**src/rtl/mmn_pkg.sv**
```systemverilog
`timescale 1ns / 1ps

package mmn_pkg;

  localparam int SAMPLE_W  = 32;
  localparam int VALUE_W   = SAMPLE_W + 1;   // decoded sample, signed
  localparam int RANGE_W   = VALUE_W + 1;    // difference of two samples
  localparam int QUOT_W    = 8;
  localparam int ALU_W     = RANGE_W + QUOT_W;
  localparam int CFG_ADDR_W = 3;
  localparam int CFG_DATA_W = 32;

  // register indexes
  localparam logic REG_SIGNED = 1'b0;
  localparam logic REG_WIDTH  = 1'b1;

  // sample width codes
  localparam logic [1:0] WIDTH_8  = 2'd0;
  localparam logic [1:0] WIDTH_16 = 2'd1;

  // item actions
  localparam logic ACT_MEASURE = 1'b0;
  localparam logic ACT_CONVERT = 1'b1;

  typedef struct packed {
    logic        action;
    logic        first;
    logic [31:0] sample;
  } in_item_t;

  typedef struct packed {
    logic [7:0] pixel;
    logic       range_zero;
  } out_item_t;

  typedef struct packed {
    logic       signed_samples;
    logic [1:0] sample_width_code;
  } cfg_t;

  // low-aligned raw bits to a signed value, per configured format
  function automatic logic signed [VALUE_W-1:0] decode_sample(
    input logic [SAMPLE_W-1:0] raw,
    input cfg_t                cfg
  );
    logic ext;
    logic signed [VALUE_W-1:0] v;
    ext = 1'b0;
    v   = '0;
    case (cfg.sample_width_code)
      WIDTH_8: begin
        ext = cfg.signed_samples & raw[7];
        v   = {{(VALUE_W-8){ext}}, raw[7:0]};
      end
      WIDTH_16: begin
        ext = cfg.signed_samples & raw[15];
        v   = {{(VALUE_W-16){ext}}, raw[15:0]};
      end
      default: begin
        ext = cfg.signed_samples & raw[SAMPLE_W-1];
        v   = {ext, raw};
      end
    endcase
    return v;
  endfunction

endpackage

```
**src/rtl/mmn_cfg.sv**
```systemverilog
`timescale 1ns / 1ps

module mmn_cfg
  import mmn_pkg::*;
(
  input  logic                  clk,
  input  logic                  rst_n,
  input  logic                  psel,
  input  logic                  penable,
  input  logic                  pwrite,
  input  logic [CFG_ADDR_W-1:0] paddr,
  input  logic [CFG_DATA_W-1:0] pwdata,
  output logic [CFG_DATA_W-1:0] prdata,
  output cfg_t                  cfg
);

  cfg_t cfg_r;
  logic wr_en;

  assign wr_en = psel & penable & pwrite;

  always_ff @(posedge clk) begin
    if (!rst_n) begin
      cfg_r <= '0;
    end else if (wr_en) begin
      case (paddr[2])
        REG_SIGNED: cfg_r.signed_samples    <= pwdata[0];
        REG_WIDTH:  cfg_r.sample_width_code <= pwdata[1:0];
        default:    cfg_r <= cfg_r;
      endcase
    end
  end

  always_comb begin
    case (paddr[2])
      REG_SIGNED: prdata = {{(CFG_DATA_W-1){1'b0}}, cfg_r.signed_samples};
      REG_WIDTH:  prdata = {{(CFG_DATA_W-2){1'b0}}, cfg_r.sample_width_code};
      default:    prdata = '0;
    endcase
  end

  assign cfg = cfg_r;

endmodule

```
**src/rtl/mmn_alu.sv**
```systemverilog
`timescale 1ns / 1ps

// Shared subtractor: the min/max compares, the offset-to-range compare, the
// range, the offset, the x255 scale and each restoring division step go here.
module mmn_alu
  import mmn_pkg::*;
(
  input  logic signed [ALU_W-1:0] op_a,
  input  logic signed [ALU_W-1:0] op_b,
  output logic signed [ALU_W-1:0] diff,
  output logic                    neg,
  output logic                    pos
);

  assign diff = op_a - op_b;
  assign neg  = diff[ALU_W-1];
  assign pos  = ~diff[ALU_W-1] & (|diff);

endmodule

```
**src/rtl/mmn_core.sv**
```systemverilog
`timescale 1ns / 1ps

module mmn_core
  import mmn_pkg::*;
(
  input  logic                      clk,
  input  logic                      rst_n,
  input  logic                      in_valid,
  output logic                      in_ready,
  input  logic                      in_action,
  input  logic                      in_first,
  input  logic signed [VALUE_W-1:0] in_value,
  output logic                      out_valid,
  input  logic                      out_ready,
  output out_item_t                 out_data
);

  localparam logic [3:0] S_IDLE  = 4'd0;
  localparam logic [3:0] S_MAX   = 4'd1;
  localparam logic [3:0] S_MIN   = 4'd2;
  localparam logic [3:0] S_RANGE = 4'd3;
  localparam logic [3:0] S_DIFF  = 4'd4;
  localparam logic [3:0] S_CMP   = 4'd5;
  localparam logic [3:0] S_SCALE = 4'd6;
  localparam logic [3:0] S_DIV   = 4'd7;
  localparam logic [3:0] S_OUT   = 4'd8;

  logic [3:0] state_r, state_nxt;

  logic signed [VALUE_W-1:0] x_r, x_nxt;
  logic signed [VALUE_W-1:0] min_r, min_nxt;
  logic signed [VALUE_W-1:0] max_r, max_nxt;
  logic                      have_r, have_nxt;
  logic                      first_r, first_nxt;
  logic signed [RANGE_W-1:0] range_r, range_nxt;
  logic signed [RANGE_W-1:0] diff_r, diff_nxt;
  logic [VALUE_W-1:0]        rem_r, rem_nxt;
  logic [QUOT_W-1:0]         low_r, low_nxt;
  logic [QUOT_W-1:0]         quot_r, quot_nxt;
  logic [2:0]                cnt_r, cnt_nxt;
  logic [7:0]                pix_r, pix_nxt;
  logic                      rz_r, rz_nxt;
  logic                      out_valid_r, out_valid_nxt;
  out_item_t                 out_r, out_nxt;

  logic signed [ALU_W-1:0] op_a, op_b, alu_diff;
  logic                    alu_neg, alu_pos;
  logic [RANGE_W-1:0]      trial;

  mmn_alu u_alu (
    .op_a (op_a),
    .op_b (op_b),
    .diff (alu_diff),
    .neg  (alu_neg),
    .pos  (alu_pos)
  );

  // next partial remainder: shift in one numerator bit
  assign trial = {rem_r, low_r[QUOT_W-1]};

  always_comb begin
    op_a = '0;
    op_b = '0;
    case (state_r)
      S_MAX: begin
        op_a = {{(ALU_W-VALUE_W){x_r[VALUE_W-1]}}, x_r};
        op_b = {{(ALU_W-VALUE_W){max_r[VALUE_W-1]}}, max_r};
      end
      S_MIN, S_DIFF: begin
        op_a = {{(ALU_W-VALUE_W){x_r[VALUE_W-1]}}, x_r};
        op_b = {{(ALU_W-VALUE_W){min_r[VALUE_W-1]}}, min_r};
      end
      S_RANGE: begin
        op_a = {{(ALU_W-VALUE_W){max_r[VALUE_W-1]}}, max_r};
        op_b = {{(ALU_W-VALUE_W){min_r[VALUE_W-1]}}, min_r};
      end
      S_CMP: begin
        op_a = {{(ALU_W-RANGE_W){diff_r[RANGE_W-1]}}, diff_r};
        op_b = {{(ALU_W-RANGE_W){range_r[RANGE_W-1]}}, range_r};
      end
      S_SCALE: begin
        // diff * 255 as (diff << 8) - diff
        op_a = {diff_r, {QUOT_W{1'b0}}};
        op_b = {{(ALU_W-RANGE_W){diff_r[RANGE_W-1]}}, diff_r};
      end
      S_DIV: begin
        op_a = {{(ALU_W-RANGE_W){1'b0}}, trial};
        op_b = {{(ALU_W-RANGE_W){range_r[RANGE_W-1]}}, range_r};
      end
      default: begin
        op_a = '0;
        op_b = '0;
      end
    endcase
  end

  always_comb begin
    state_nxt     = state_r;
    x_nxt         = x_r;
    min_nxt       = min_r;
    max_nxt       = max_r;
    have_nxt      = have_r;
    first_nxt     = first_r;
    range_nxt     = range_r;
    diff_nxt      = diff_r;
    rem_nxt       = rem_r;
    low_nxt       = low_r;
    quot_nxt      = quot_r;
    cnt_nxt       = cnt_r;
    pix_nxt       = pix_r;
    rz_nxt        = rz_r;
    out_nxt       = out_r;
    out_valid_nxt = out_valid_r & ~out_ready;

    case (state_r)
      S_IDLE: begin
        if (in_valid) begin
          x_nxt     = in_value;
          first_nxt = in_first;
          state_nxt = (in_action == ACT_CONVERT) ? S_RANGE : S_MAX;
        end
      end
      S_MAX: begin
        if (first_r || !have_r) begin
          min_nxt   = x_r;
          max_nxt   = x_r;
          have_nxt  = 1'b1;
          state_nxt = S_IDLE;
        end else begin
          if (alu_pos) max_nxt = x_r;
          state_nxt = S_MIN;
        end
      end
      S_MIN: begin
        if (alu_neg) min_nxt = x_r;
        state_nxt = S_IDLE;
      end
      S_RANGE: begin
        range_nxt = alu_diff[RANGE_W-1:0];
        state_nxt = S_DIFF;
      end
      S_DIFF: begin
        diff_nxt = alu_diff[RANGE_W-1:0];
        pix_nxt  = '0;
        rz_nxt   = 1'b0;
        if (range_r[RANGE_W-1] || range_r == '0) begin
          rz_nxt    = 1'b1;
          state_nxt = S_OUT;
        end else begin
          state_nxt = S_CMP;
        end
      end
      S_CMP: begin
        if (diff_r[RANGE_W-1] || diff_r == '0) begin
          state_nxt = S_OUT;
        end else if (!alu_neg) begin
          pix_nxt   = 8'hFF;
          state_nxt = S_OUT;
        end else begin
          state_nxt = S_SCALE;
        end
      end
      S_SCALE: begin
        // numerator below 256 * range, so its top bits start below the divisor
        rem_nxt   = alu_diff[ALU_W-2:QUOT_W];
        low_nxt   = alu_diff[QUOT_W-1:0];
        quot_nxt  = '0;
        cnt_nxt   = '1;
        state_nxt = S_DIV;
      end
      S_DIV: begin
        low_nxt = {low_r[QUOT_W-2:0], 1'b0};
        if (alu_neg) begin
          rem_nxt  = trial[VALUE_W-1:0];
          quot_nxt = {quot_r[QUOT_W-2:0], 1'b0};
        end else begin
          rem_nxt  = alu_diff[VALUE_W-1:0];
          quot_nxt = {quot_r[QUOT_W-2:0], 1'b1};
        end
        cnt_nxt = cnt_r - 3'd1;
        if (cnt_r == '0) begin
          pix_nxt   = quot_nxt;
          state_nxt = S_OUT;
        end
      end
      S_OUT: begin
        // wait here only while the previous result is still held
        if (!out_valid_r || out_ready) begin
          out_nxt.pixel      = pix_r;
          out_nxt.range_zero = rz_r;
          out_valid_nxt      = 1'b1;
          state_nxt          = S_IDLE;
        end
      end
      default: state_nxt = S_IDLE;
    endcase
  end

  always_ff @(posedge clk) begin
    if (!rst_n) begin
      state_r     <= S_IDLE;
      min_r       <= '0;
      max_r       <= '0;
      have_r      <= 1'b0;
      out_valid_r <= 1'b0;
    end else begin
      state_r     <= state_nxt;
      min_r       <= min_nxt;
      max_r       <= max_nxt;
      have_r      <= have_nxt;
      out_valid_r <= out_valid_nxt;
    end
  end

  always_ff @(posedge clk) begin
    x_r     <= x_nxt;
    first_r <= first_nxt;
    range_r <= range_nxt;
    diff_r  <= diff_nxt;
    rem_r   <= rem_nxt;
    low_r   <= low_nxt;
    quot_r  <= quot_nxt;
    cnt_r   <= cnt_nxt;
    pix_r   <= pix_nxt;
    rz_r    <= rz_nxt;
    out_r   <= out_nxt;
  end

  assign in_ready  = (state_r == S_IDLE);
  assign out_valid = out_valid_r;
  assign out_data  = out_r;

endmodule

```
**src/rtl/min_max_normalize_to_8bit_unit.sv**
```systemverilog
`timescale 1ns / 1ps

// Min/max normalisation of integer samples to 8-bit grey levels.
// Input channel (in_valid/in_ready/in_data): measure items (action 0) fold
// the sample into the running minimum and maximum, first restarting the
// pass; convert items (action 1) each give one result item on the output
// channel (out_valid/out_ready/out_data): pixel = floor((x-min)*255/range),
// saturated, or 0 with range_zero set when max equals min.
// The APB port (cfg_*) sets signedness (0x0) and sample width (0x4); write
// it only while the block is idle. pready is always high.
// Sequencing: one item at a time, on one shared subtractor. A measure item
// visits only S_MAX with first set or nothing tracked, else also S_MIN. A
// convert item goes through range, offset, range compare, x255 scale, 8
// restoring steps and output before out_valid rises, skipping to output
// after the compare when the offset saturates and after the offset when the
// range is zero; the next item is accepted in the cycle out_valid rises. The
// result sits in an output register while it waits. If a second result is
// ready before the first is taken, the block holds it and stops accepting
// until out_ready. Reset (rst_n low, synchronous) clears the configuration
// registers, min, max and the measured flag, goes idle, drops out_valid.
module min_max_normalize_to_8bit_unit
  import mmn_pkg::*;
(
  input  logic                  clk,
  input  logic                  rst_n,
  input  logic                  in_valid,
  output logic                  in_ready,
  input  in_item_t              in_data,
  output logic                  out_valid,
  input  logic                  out_ready,
  output out_item_t             out_data,
  input  logic                  cfg_psel,
  input  logic                  cfg_penable,
  input  logic                  cfg_pwrite,
  input  logic [CFG_ADDR_W-1:0] cfg_paddr,
  input  logic [CFG_DATA_W-1:0] cfg_pwdata,
  output logic [CFG_DATA_W-1:0] cfg_prdata,
  output logic                  cfg_pready
);

  cfg_t                      cfg;
  logic signed [VALUE_W-1:0] in_value;

  mmn_cfg u_cfg (
    .clk     (clk),
    .rst_n   (rst_n),
    .psel    (cfg_psel),
    .penable (cfg_penable),
    .pwrite  (cfg_pwrite),
    .paddr   (cfg_paddr),
    .pwdata  (cfg_pwdata),
    .prdata  (cfg_prdata),
    .cfg     (cfg)
  );

  assign in_value   = decode_sample(in_data.sample, cfg);
  assign cfg_pready = 1'b1;

  mmn_core u_core (
    .clk       (clk),
    .rst_n     (rst_n),
    .in_valid  (in_valid),
    .in_ready  (in_ready),
    .in_action (in_data.action),
    .in_first  (in_data.first),
    .in_value  (in_value),
    .out_valid (out_valid),
    .out_ready (out_ready),
    .out_data  (out_data)
  );

endmodule
```
**config.mk**
```make
export PLATFORM = sky130hd
export DESIGN_NAME = min_max_normalize_to_8bit_unit
export DESIGN_NICKNAME = d
export VERILOG_FILES = /design/src/rtl/mmn_pkg.sv /design/src/rtl/mmn_cfg.sv /design/src/rtl/mmn_alu.sv /design/src/rtl/mmn_core.sv /design/src/rtl/min_max_normalize_to_8bit_unit.sv
export SDC_FILE = /design/constraint.sdc
export NUM_CORES = 1
export LEC_CHECK = 0
export ABC_AREA = 1
export BUFFER_PORTS_ARGS = -buffer_cell sky130_fd_sc_hd__buf_2
export CORE_MARGIN = 2
export CORE_UTILIZATION = 41
export DETAILED_ROUTE_END_ITERATION = 16
export PLACE_DENSITY = 0.61
export SYNTH_ARGS = -nofsm -noshare
export SYNTH_HDL_FRONTEND = slang
export SYNTH_SLANG_ARGS = --single-unit
```
**constraint.sdc**
```tcl
create_clock -name clk -period 5.8 [get_ports clk]
set_input_delay 1.45 -clock clk [delete_from_list [all_inputs] [get_ports clk]]
set_output_delay 1.45 -clock clk [all_outputs]
set_load 0.02 [all_outputs]
```
Yosys cells after proc, flatten, opt, wreduce, memory -nomap -nowiden

Cells that the tools add are included.

Register bits: 246
Word-level logic and storage cells: 106
Output and inout bits: 44

Equality and inequality tests: 16
$add $sub $neg: 2
Reduce and logical (&&, ||, !) cells: 28
Multiplexer cells: 31
Bitwise gates (word level): 10

Operators by type and width:

| cell                                                  | number |
|---|---|
| case mux 42 bit (5 select lines)                      | 1 |
| case mux 33 bit (2 select lines)                      | 3 |
| case mux 42 bit (4 select lines)                      | 1 |
| two-way mux 33 bit                                    | 5 |
| zero test 34 bit                                      | 2 |
| case mux 32 bit (2 select lines)                      | 1 |
| OR reduction 42 bit                                   | 1 |
| subtractor 42 bit                                     | 1 |
| case mux 4 bit (8 select lines)                       | 1 |
| two-way mux 4 bit                                     | 6 |
| two-way mux 8 bit                                     | 3 |
| case mux 8 bit (3 select lines)                       | 1 |
| == test 4 x 3 -> 1 bit, second input constant         | 4 |
| case mux 8 bit (2 select lines)                       | 1 |
| case mux 7 bit (2 select lines)                       | 1 |
| AND reduction 2 bit                                   | 6 |
| == test 4 x 2 -> 1 bit, second input constant         | 2 |
| inequality test 2 bit, second input constant          | 4 |
| bitwise AND 1 bit                                     | 7 |
| inequality test 2 x 1 -> 1 bit, second input constant | 3 |
| case mux 3 bit (2 select lines)                       | 1 |
| AND reduction 3 bit                                   | 2 |
| nonzero test 2 bit                                    | 3 |
| OR reduction 3 bit                                    | 2 |
| other kinds (15)                                      | 25 |

Depth between registers and ports, before layout

Gate-level depths: netlist of run 1.

Depth in word-level cells: 8
Depth in mapped cells: 33

By module

Synthesis of run 1 repeated with hierarchy kept, for this count alone.

Cell total of the unflattened synthesis: 2070
Area, all modules: 15208.3 µm²

Modules (own cells, without submodules):

| module                         | cells each | seq. area each (µm²) | area an instance (µm²) | times used |
|---|---|---|---|---|
| mmn_core                       | 1154       | 6576.3               | 10756.6                | 1 |
| mmn_alu                        | 789        | 0.0                  | 3678.5                 | 1 |
| mmn_cfg                        | 59         | 60.1                 | 399.1                  | 1 |
| min_max_normalize_to_8bit_unit | 68         | 0.0                  | 374.1                  | 1 |

Least setup slack after synthesis of run 1

OpenSTA, ideal clock, no wires.

Path kind: reg2reg
From: reg u_core.state_r[3]
To: reg u_core.pix_r[0], enable pin
Path buffers: 2
Data arrival time: 4.113 ns
Required time: 5.405 ns
Clock period less this slack: 4.508 ns
Cell stages (with the launch flop): 22
Setup slack: 1.292 ns
Cell sequence: dfxtp_1 nor2_2 nand2_1 inv_1 nand2_1 o2111ai_1 ha_1 nand2_1 inv_1 nand2_1 nand2_1 inv_1 nand3_1 nand2_1 nand3_1 nand2_1 nand3_1 nand2_2 buf_2 clkbuf_1 a21oi_1 nor4_1

Longest elaborated chain between the ends: 6
Elaborated cells on any way between the ends: 18

Ends and longest elaborated chain:

| item                                                                                        | RTL line        | source |
|---|---|---|
| start, declared                                                                             | mmn_core.sv:28  | `logic [3:0] state_r, state_nxt;` |
| start signal, assigned                                                                      | mmn_core.sv:207 | `state_r <= state_nxt;` |
| == test 4 x 1 -> 1 bit, or another cell as far along                                        | mmn_core.sv:64  | `case (state_r)` |
| OR reduction 3 bit (no source line) / OR reduction 2 bit (equally long branches)            | -               |  |
| case mux 42 bit (5 select lines) / case mux 42 bit (4 select lines) (equally long branches) | mmn_core.sv:64  |  |
| subtractor 42 bit                                                                           | mmn_alu.sv:15   | `assign diff = op_a - op_b;` |
| inequality test 2 bit (no source line)                                                      | -               |  |
| AND reduction 4 bit (no source line) *                                                      | -               |  |
| end signal, assigned                                                                        | mmn_core.sv:224 | `pix_r <= pix_nxt;` |
| end, declared                                                                               | mmn_core.sv:41  | `logic [7:0] pix_r, pix_nxt;` |

Mark *: on every way between the ends. The rest lies on a longest branch, timed or not.
A chain may end at the register's enable or synchronous reset.

Worst setup path after layout of run 1

From: reg u_core.state_r[0]
To: reg u_core.max_r[8]

Longest elaborated chain between the ends: 8
Elaborated cells on any way between the ends: 18

Ends and longest elaborated chain:

| item                                                                                        | RTL line                        | source |
|---|---|---|
| == test 4 x 1 -> 1 bit, or another cell as far along                                        | mmn_core.sv:64, mmn_core.sv:115 |  |
| OR reduction 3 bit (no source line) / OR reduction 2 bit (equally long branches)            | -                               |  |
| case mux 42 bit (5 select lines) / case mux 42 bit (4 select lines) (equally long branches) | mmn_core.sv:64                  |  |
| subtractor 42 bit                                                                           | mmn_alu.sv:15                   |  |
| OR reduction 42 bit / inverter 1 bit (equally long branches)                                | mmn_alu.sv:17                   | `assign pos = ~diff[ALU_W-1] & (\|diff);` |
| bitwise AND 1 bit                                                                           | mmn_alu.sv:17                   |  |
| nonzero test 2 bit (no source line)                                                         | -                               |  |
| AND reduction 2 bit (no source line) *                                                      | -                               |  |
| end signal, assigned                                                                        | mmn_core.sv:209                 | `max_r <= max_nxt;` |
| end, declared                                                                               | mmn_core.sv:32                  | `logic signed [VALUE_W-1:0] max_r, max_nxt;` |

Marked as above.

==> flow_summary.toml, run 1 <==
[cells_and_area]
fill_cells = 3641
regArea_mm2 = 0.00664
fin_nets = 2185
drive_gt1_frac = 0.0705
area_delta_synth_final_pct = 10.5
multi_input_area_mm2 = 0.00692
final_common_cell = "nand2_1"
mostFrequentLayoutCells = "602 x nand2_1, 260 x inv_1, 234 x nor2_1"
antenna_cells = 0
fin_util = 0.462

[placement]
hpwl_mm = 37.8
io_buffers = 56
gp_congestion = 0.962

[worst_setup_path]
rr_worst_depth = 28
end_kind = "register"
cp_slowest_cell = "ha_1"
r2r_setup_slack_ns = 0.82
rr_endpoint = "u_core.max_r[8]"
cp_max_fo = 66
cp-start-kind = "register"
path_common_cell = "nand2_1"
slowest_delay_ns = 0.40
arrival_ns = 5.41
crit_type = "register to register"
r2r-start = "u_core.state_r[0]"
cp.required_ns = 6.23

[flow_run]
maxCapViolations = 0

[drt]
first_pass_iters = 8
drt_iter0_drc = 1572
ant_nets = 0
drt_wl_total_mm = 49.6
viasPerCell = 5.50
num_vias = 14000
wl_per_cell_um = 19.5
post-route-drc-count = 0

[logic_synthesis]
yosysWarnings = 0
syn_avg_cell_area_um2 = 7.39
postSynth.asyncResetShare = 0
synth-seq-cells = 246
synthCells = 2023
synth_cell_types = 45
synth_edf_count = 171
syn_area_mm2 = 0.0150
yosysSeqAreaShare = 0.444
synth_ff_type = "edfxtp_1"

[global_routing]
antenna_found_initial = 0
grt_max_degree = 73
track_usage = 0.259
grt_pass1_wl_mm = 75.7
grt_pass1_vias = 13000
gr-total-overflow = 0

[timing]
hold_violations = 0
setup_viol = 0
drv_slew = 0
rsz0062_at_grt = "false"
worst_pin_slew_ns = 0.973
min_period_over_period = 0.858
fmax_ghz = 0.201
min_period_ns = 4.98
tns_ns = 0
finalClockSkew_ns = 0.0128
slew-limit-headroom = 0.352

[power]
ir_drop_uv = 278
leakage_nw = 7.63
power.density_mw_per_mm2 = 486

[cts]
htreeDepth = 1
cts_tree = "done"
clockBufferDepth = 3
post_cts_resized = 0
hold_buffers = 0
path_clk_slew_ns = 0.06
clock-sinks = 246
cts_root_buf = "clkbuf_16"
cts_buffers = 26
post_cts_buffers = 0
insertion_delay_ns = 0.54

[die]
fp.dieArea_mm2 = 0.0380
initial_core_util = 0.418
fp.dieH_um = 195
die-width_um = 195
core_area_mm2 = 0.0357
io_pins = 120
fp-row-count = 69

[hold_path]
min_path_type = "register to register"
hold_end = "u_core.out_data[8]"
whs_path_depth = 0
hp-start = "u_core.pix_r[7]"

[outcome]
outcome = "finished clean"
## synth_stat cells, types with 5 or more instances
cell,number,area share
a21oi_1,98,0.033
a221oi_1,22,0.013
a31oi_1,5,0.0021
buf_1,7,0.0018
buf_4,32,0.016
clkbuf_1,59,0.015
dfxtp_1,75,0.10
edfxtp_1,171,0.34
ha_1,43,0.036
inv_1,260,0.065
inv_2,6,0.0015
nand2_1,603,0.15
nand3_1,95,0.032
nand3b_1,15,0.0075
nand4_1,17,0.0071
nor2_1,237,0.059
nor3_1,12,0.0040
nor4_1,16,0.0067
o2111ai_1,10,0.0059
o211ai_1,37,0.019
o21ai_0,140,0.047
o21bai_1,6,0.0030
o22ai_1,6,0.0025
xnor2_1,8,0.0047
xor2_1,7,0.0041
## worst max-delay path: cells and delay by family (launching register included)
kind	cells	cell delay [ns]
DFF	1	0.36
adders and majority gates	1	0.40
AOI/OAI and AO/OA	3	0.66
and+or+nand+nor	20	2.67
buffers and inverters	4	0.72
## registers in the layout, summed over array words and instances (netlist names), 3 cells and up
name	flops
u_core.range_r	34
u_core.x_r	33
u_core.rem_r	33
u_core.low_r	8
u_cfg.cfg	3
u_core.out_data	9
u_core.cnt_r	3
u_core.quot_r	7
u_core.diff_r	34
u_core.state_r	4
u_core.pix_r	8
u_core.min_r	33
u_core.max_r	33
## routing by layer
metal,vias up,GRT usage,part of all wire
li1,6694,-,-
met1,6492,0.372,0.44
met2,747,0.399,0.43
met3,78,0.0472,0.10
met4,0,0.0721,0.028
met5,-,0,0
## final cells by class
cell class	count	share of cell area
clock buffer	41	0.0484
tap	461	0.0349
inverter	267	0.0607
sequential	246	0.402
clock inverter	7	0.00220
multi-input combinational	1434	0.419
timing repair buffer	90	0.0332
## how the worst max path moves through the flow
stage               cells after the start                to  slack, ns              start
finish                                 28   u_core.max_r[8]       0.82  u_core.state_r[0]
CTS                                    26   u_core.max_r[1]       0.88  u_core.state_r[0]
detailed placement                     26   u_core.max_r[1]       0.91  u_core.state_r[0]
floorplan                              21   u_core.pix_r[0]       1.29  u_core.state_r[3]
global placement                       26   u_core.max_r[5]       0.88  u_core.state_r[0]
global route                           24  u_core.max_r[15]       0.42  u_core.state_r[3]
## cell families after synthesis
group / count (synthesis) / synth area share
buffers and inverters: 372 / 0.104
xor gates and xnor gates: 15 / 0.00879
and+or+nand+nor: 1004 / 0.272
adders and majority gates: 44 / 0.0373
other: 2 / 0.000502
AOI/OAI and AO/OA: 340 / 0.134
DFF: 246 / 0.444
## report_power, final
| part | leakage, nW | internal, mW | switching, mW |
|---|---|---|---|
| Sequential | 2.20 | 2.29 | 0.0986 |
| Combinational | 5.03 | 1.10 | 2.91 |
| Clock | 0.403 | 0.943 | 0.686 |
## stage by stage
stage          power [mW]  hold WS [ns]  std cells  area (um^2)  worst slack [ns]
2_1_floorplan        5.03         0.400       2052        15100              1.29
3_3_place_gp         6.27         0.401       2498        15700             0.881
3_5_place_dp         6.31         0.405       2498        15700             0.908
4_1_cts              7.95         0.421       2546        16500             0.878
5_1_grt              8.58         0.426       2546        16500             0.420
6_report             8.03         0.421       2546        16500             0.822
Note: power is estimated with default switching activity, not from simulation.
==> inputs of run 2 (changes only) <==
--- a/config.mk
+++ b/config.mk
@@ -5,7 +5,6 @@
 export SDC_FILE = /design/constraint.sdc
 export NUM_CORES = 1
 export LEC_CHECK = 0
-export ABC_AREA = 1
 export BUFFER_PORTS_ARGS = -buffer_cell sky130_fd_sc_hd__buf_2
 export CORE_MARGIN = 2
 export CORE_UTILIZATION = 41
==> flow_summary.toml, run 2 <==
[worst_setup_path]
crit_chain = "buf_4, nand2b_1, nor2_4, buf_4, buf_4, nand2_1, o21ai_0, a221o_1, ha_1, a21oi_1, o21ai_0, a221oi_4, o41ai_4, buf_4, xor2_1, o21bai_1, a2111oi_0, and4_1, nand4_2, o211ai_4, buf_12, mux2i_1"
end_kind = "register"
r2r-start = "u_core.state_r[2]"
r2r_setup_slack_ns = 0.27
arrival_ns = 6.00
rr_endpoint = "u_core.max_r[16]"
cp_slowest_cell = "dfxtp_1"
cp-start-kind = "register"
endpoint = "u_core.max_r[16]"
crit_type = "register to register"
rr_worst_depth = 22
slowest_delay_ns = 0.44
cp.required_ns = 6.27
cp_max_fo = 19
crit_start = "u_core.state_r[2]"
path_common_cell = "buf_4"

[hold_path]
hp-start = "u_core.rz_r"
min_path_type = "register to register"
whs_path_depth = 0

[cts]
insertion_delay_ns = 0.57
hold_buffers = 0
cts_root_buf = "clkbuf_16"
cts_buffers = 27
htreeDepth = 1
clockBufferDepth = 3
cts_tree = "done"
path_clk_slew_ns = 0.06
clock-sinks = 246

[power]
power.density_mw_per_mm2 = 414
fin_total_pwr_mw = 6.72
leakage_nw = 6.64
ir_drop_uv = 243

[drt]
ant_nets = 0
viasPerCell = 5.93
drt_iter0_drc = 1307
wl_per_cell_um = 22.9
drt_wl_total_mm = 45.0
num_vias = 11600
post-route-drc-count = 0
first_pass_iters = 6

[timing]
setup_viol = 0
hold_violations = 0
rsz0062_at_grt = "false"
slew-limit-headroom = 0.206
holdWs_ns = 0.417
drv_slew = 0
fmax_ghz = 0.181
finalClockSkew_ns = 0.0333
min_period_over_period = 0.953
min_period_ns = 5.53
worst_pin_slew_ns = 1.19

[cells_and_area]
area_delta_synth_final_pct = 14.2
mostFrequentLayoutCells = "255 x nand2_1, 171 x edfxtp_1, 115 x mux2i_1"
drive_gt1_frac = 0.155
fin_nets = 1604
final_common_cell = "nand2_1"
reg.largest.list = "u_core.diff_r x34, u_core.range_r x34"

[global_routing]
grt_pass1_wl_mm = 67.8
antenna_found_initial = 1
gr-total-overflow = 0
grt.met3_usage = 0.0350
grt_max_degree = 109
grt_util_met1 = 0.328
track_usage = 0.247
gr-max-usage-layer = "met2"
grt_pass1_vias = 11100
grt_use_met2 = 0.391

[outcome]
outcome = "finished clean"

[logic_synthesis]
ys_top_cells_by_area = "edfxtp_1 36%, dfxtp_1 11%, mux2i_1 8.1%, nand2_1 6.8%, ha_1 3.8%"
synth_cell_types = 78
syn_area_mm2 = 0.0142
synth-seq-cells = 246
synth_top_area_cell = "edfxtp_1"
yosysSeqAreaShare = 0.468
yosysWarnings = 0
yosysMostFrequentCell = "nand2_1"
synth_edf_count = 171
synthCells = 1407
syn_avg_cell_area_um2 = 10.1
postSynth.asyncResetShare = 0
yosys-top-cells-count = "256 x nand2_1, 171 x edfxtp_1, 115 x mux2i_1"
synth_ff_type = "edfxtp_1"
yosysTopAreaCellShare = 0.362

[die]
fp.dieArea_mm2 = 0.0361
io_pins = 120
core_area_mm2 = 0.0343
fp-row-count = 68
fp.dieH_um = 190
die-width_um = 190
initial_core_util = 0.414

[placement]
hpwl_mm = 32.6
io_buffers = 56
gp_congestion = 0.906

[flow_run]
maxCapViolations = 0
[run 2: cell types whose count changed after synthesis, moves of 34 or more]
cell,before,now
inv_1,260,24
a21oi_1,98,64
nor2_1,237,68
nand3_1,95,18
nand2_1,603,256
mux2i_1,0,115
o21ai_0,140,84
a21o_1,1,36
[run 2: metrics by stage]
step / setup slack [ns] / cell area [um^2] / setup TNS [ns] / utilization / std cells
detailed placement: -0.242 / 15200 / -10.71 / 0.445 / 1909
CTS: 0.0329 / 16200 / 0 / 0.472 / 1959
global route: 0.00309 / 16200 / 0 / 0.473 / 1960
global placement: -0.100 / 15200 / -2.77 / 0.445 / 1909
floorplan: 0.233 / 14300 / 0 / - / 1436
finish: 0.272 / 16200 / 0 / 0.473 / 1961
[run 2: timing repair]
item                                   4_1_cts  5_1_grt
buffers inserted                             0        1
setup endpoints to repair                  108      108
pin swaps                                    0        1
endpoints found under the hold margin        0        0
resized for setup                            1        5
[run 2: area by class of cell]
class | count | area, um^2
antenna | 1 | 2.50
tap | 455 | 569
clock buffer | 32 | 694
multi-input combinational | 1055 | 7020
sequential | 246 | 6640
timing repair buffer | 130 | 951
clock inverter | 18 | 249
inverter | 24 | 90.1
fill | 3196 | 18100
[run 2: cells by family (layout without fill, tap and decap cells)]
family | after synthesis | count (layout) | share of synthesized area
flops | 246 | 246 | 0.468
buf+inv | 135 | 204 | 0.0505
compound gates | 368 | 368 | 0.187
other cells | 2 | 32 | 0.000529
xor+xnor | 31 | 31 | 0.0197
simple gates | 454 | 454 | 0.145
fa+ha+maj | 44 | 44 | 0.0393
mux | 127 | 127 | 0.0906
[run 2: critical path, delay by kind of cell (launching register included)]
family          cells  cell delay, ns
compound gates      9            2.01
buf+inv             5            1.09
simple gates        5            1.01
flops               1            0.44
fa+ha+maj           1            0.37
xor+xnor            1            0.27
mux                 1            0.23
[run 2: layer usage]
| metal | routed length, um | share of wire |
|---|---|---|
| met1 | 18500 | 0.41 |
| met2 | 20600 | 0.46 |
| met3 | 3230 | 0.072 |
| met4 | 2670 | 0.059 |
| met5 | 0 | 0 |
[run 2: worst min-delay path by stage]
stage | end | slack (ns)
6_report | u_core.out_data[0] | 0.42
5_1_grt | u_core.out_data[8] | 0.44
4_1_cts | u_core.out_data[0] | 0.42
3_5_place_dp | u_core.out_data[0] | 0.41
3_3_place_gp | u_core.out_data[3] | 0.40
2_1_floorplan | u_core.out_data[0] | 0.40
[run 2: report_power, final]
| part | internal [mW] | switching (mW) |
|---|---|---|
| clock network | 1.12 | 0.733 |
| registers | 2.14 | 0.0708 |
| logic | 0.987 | 1.66 |
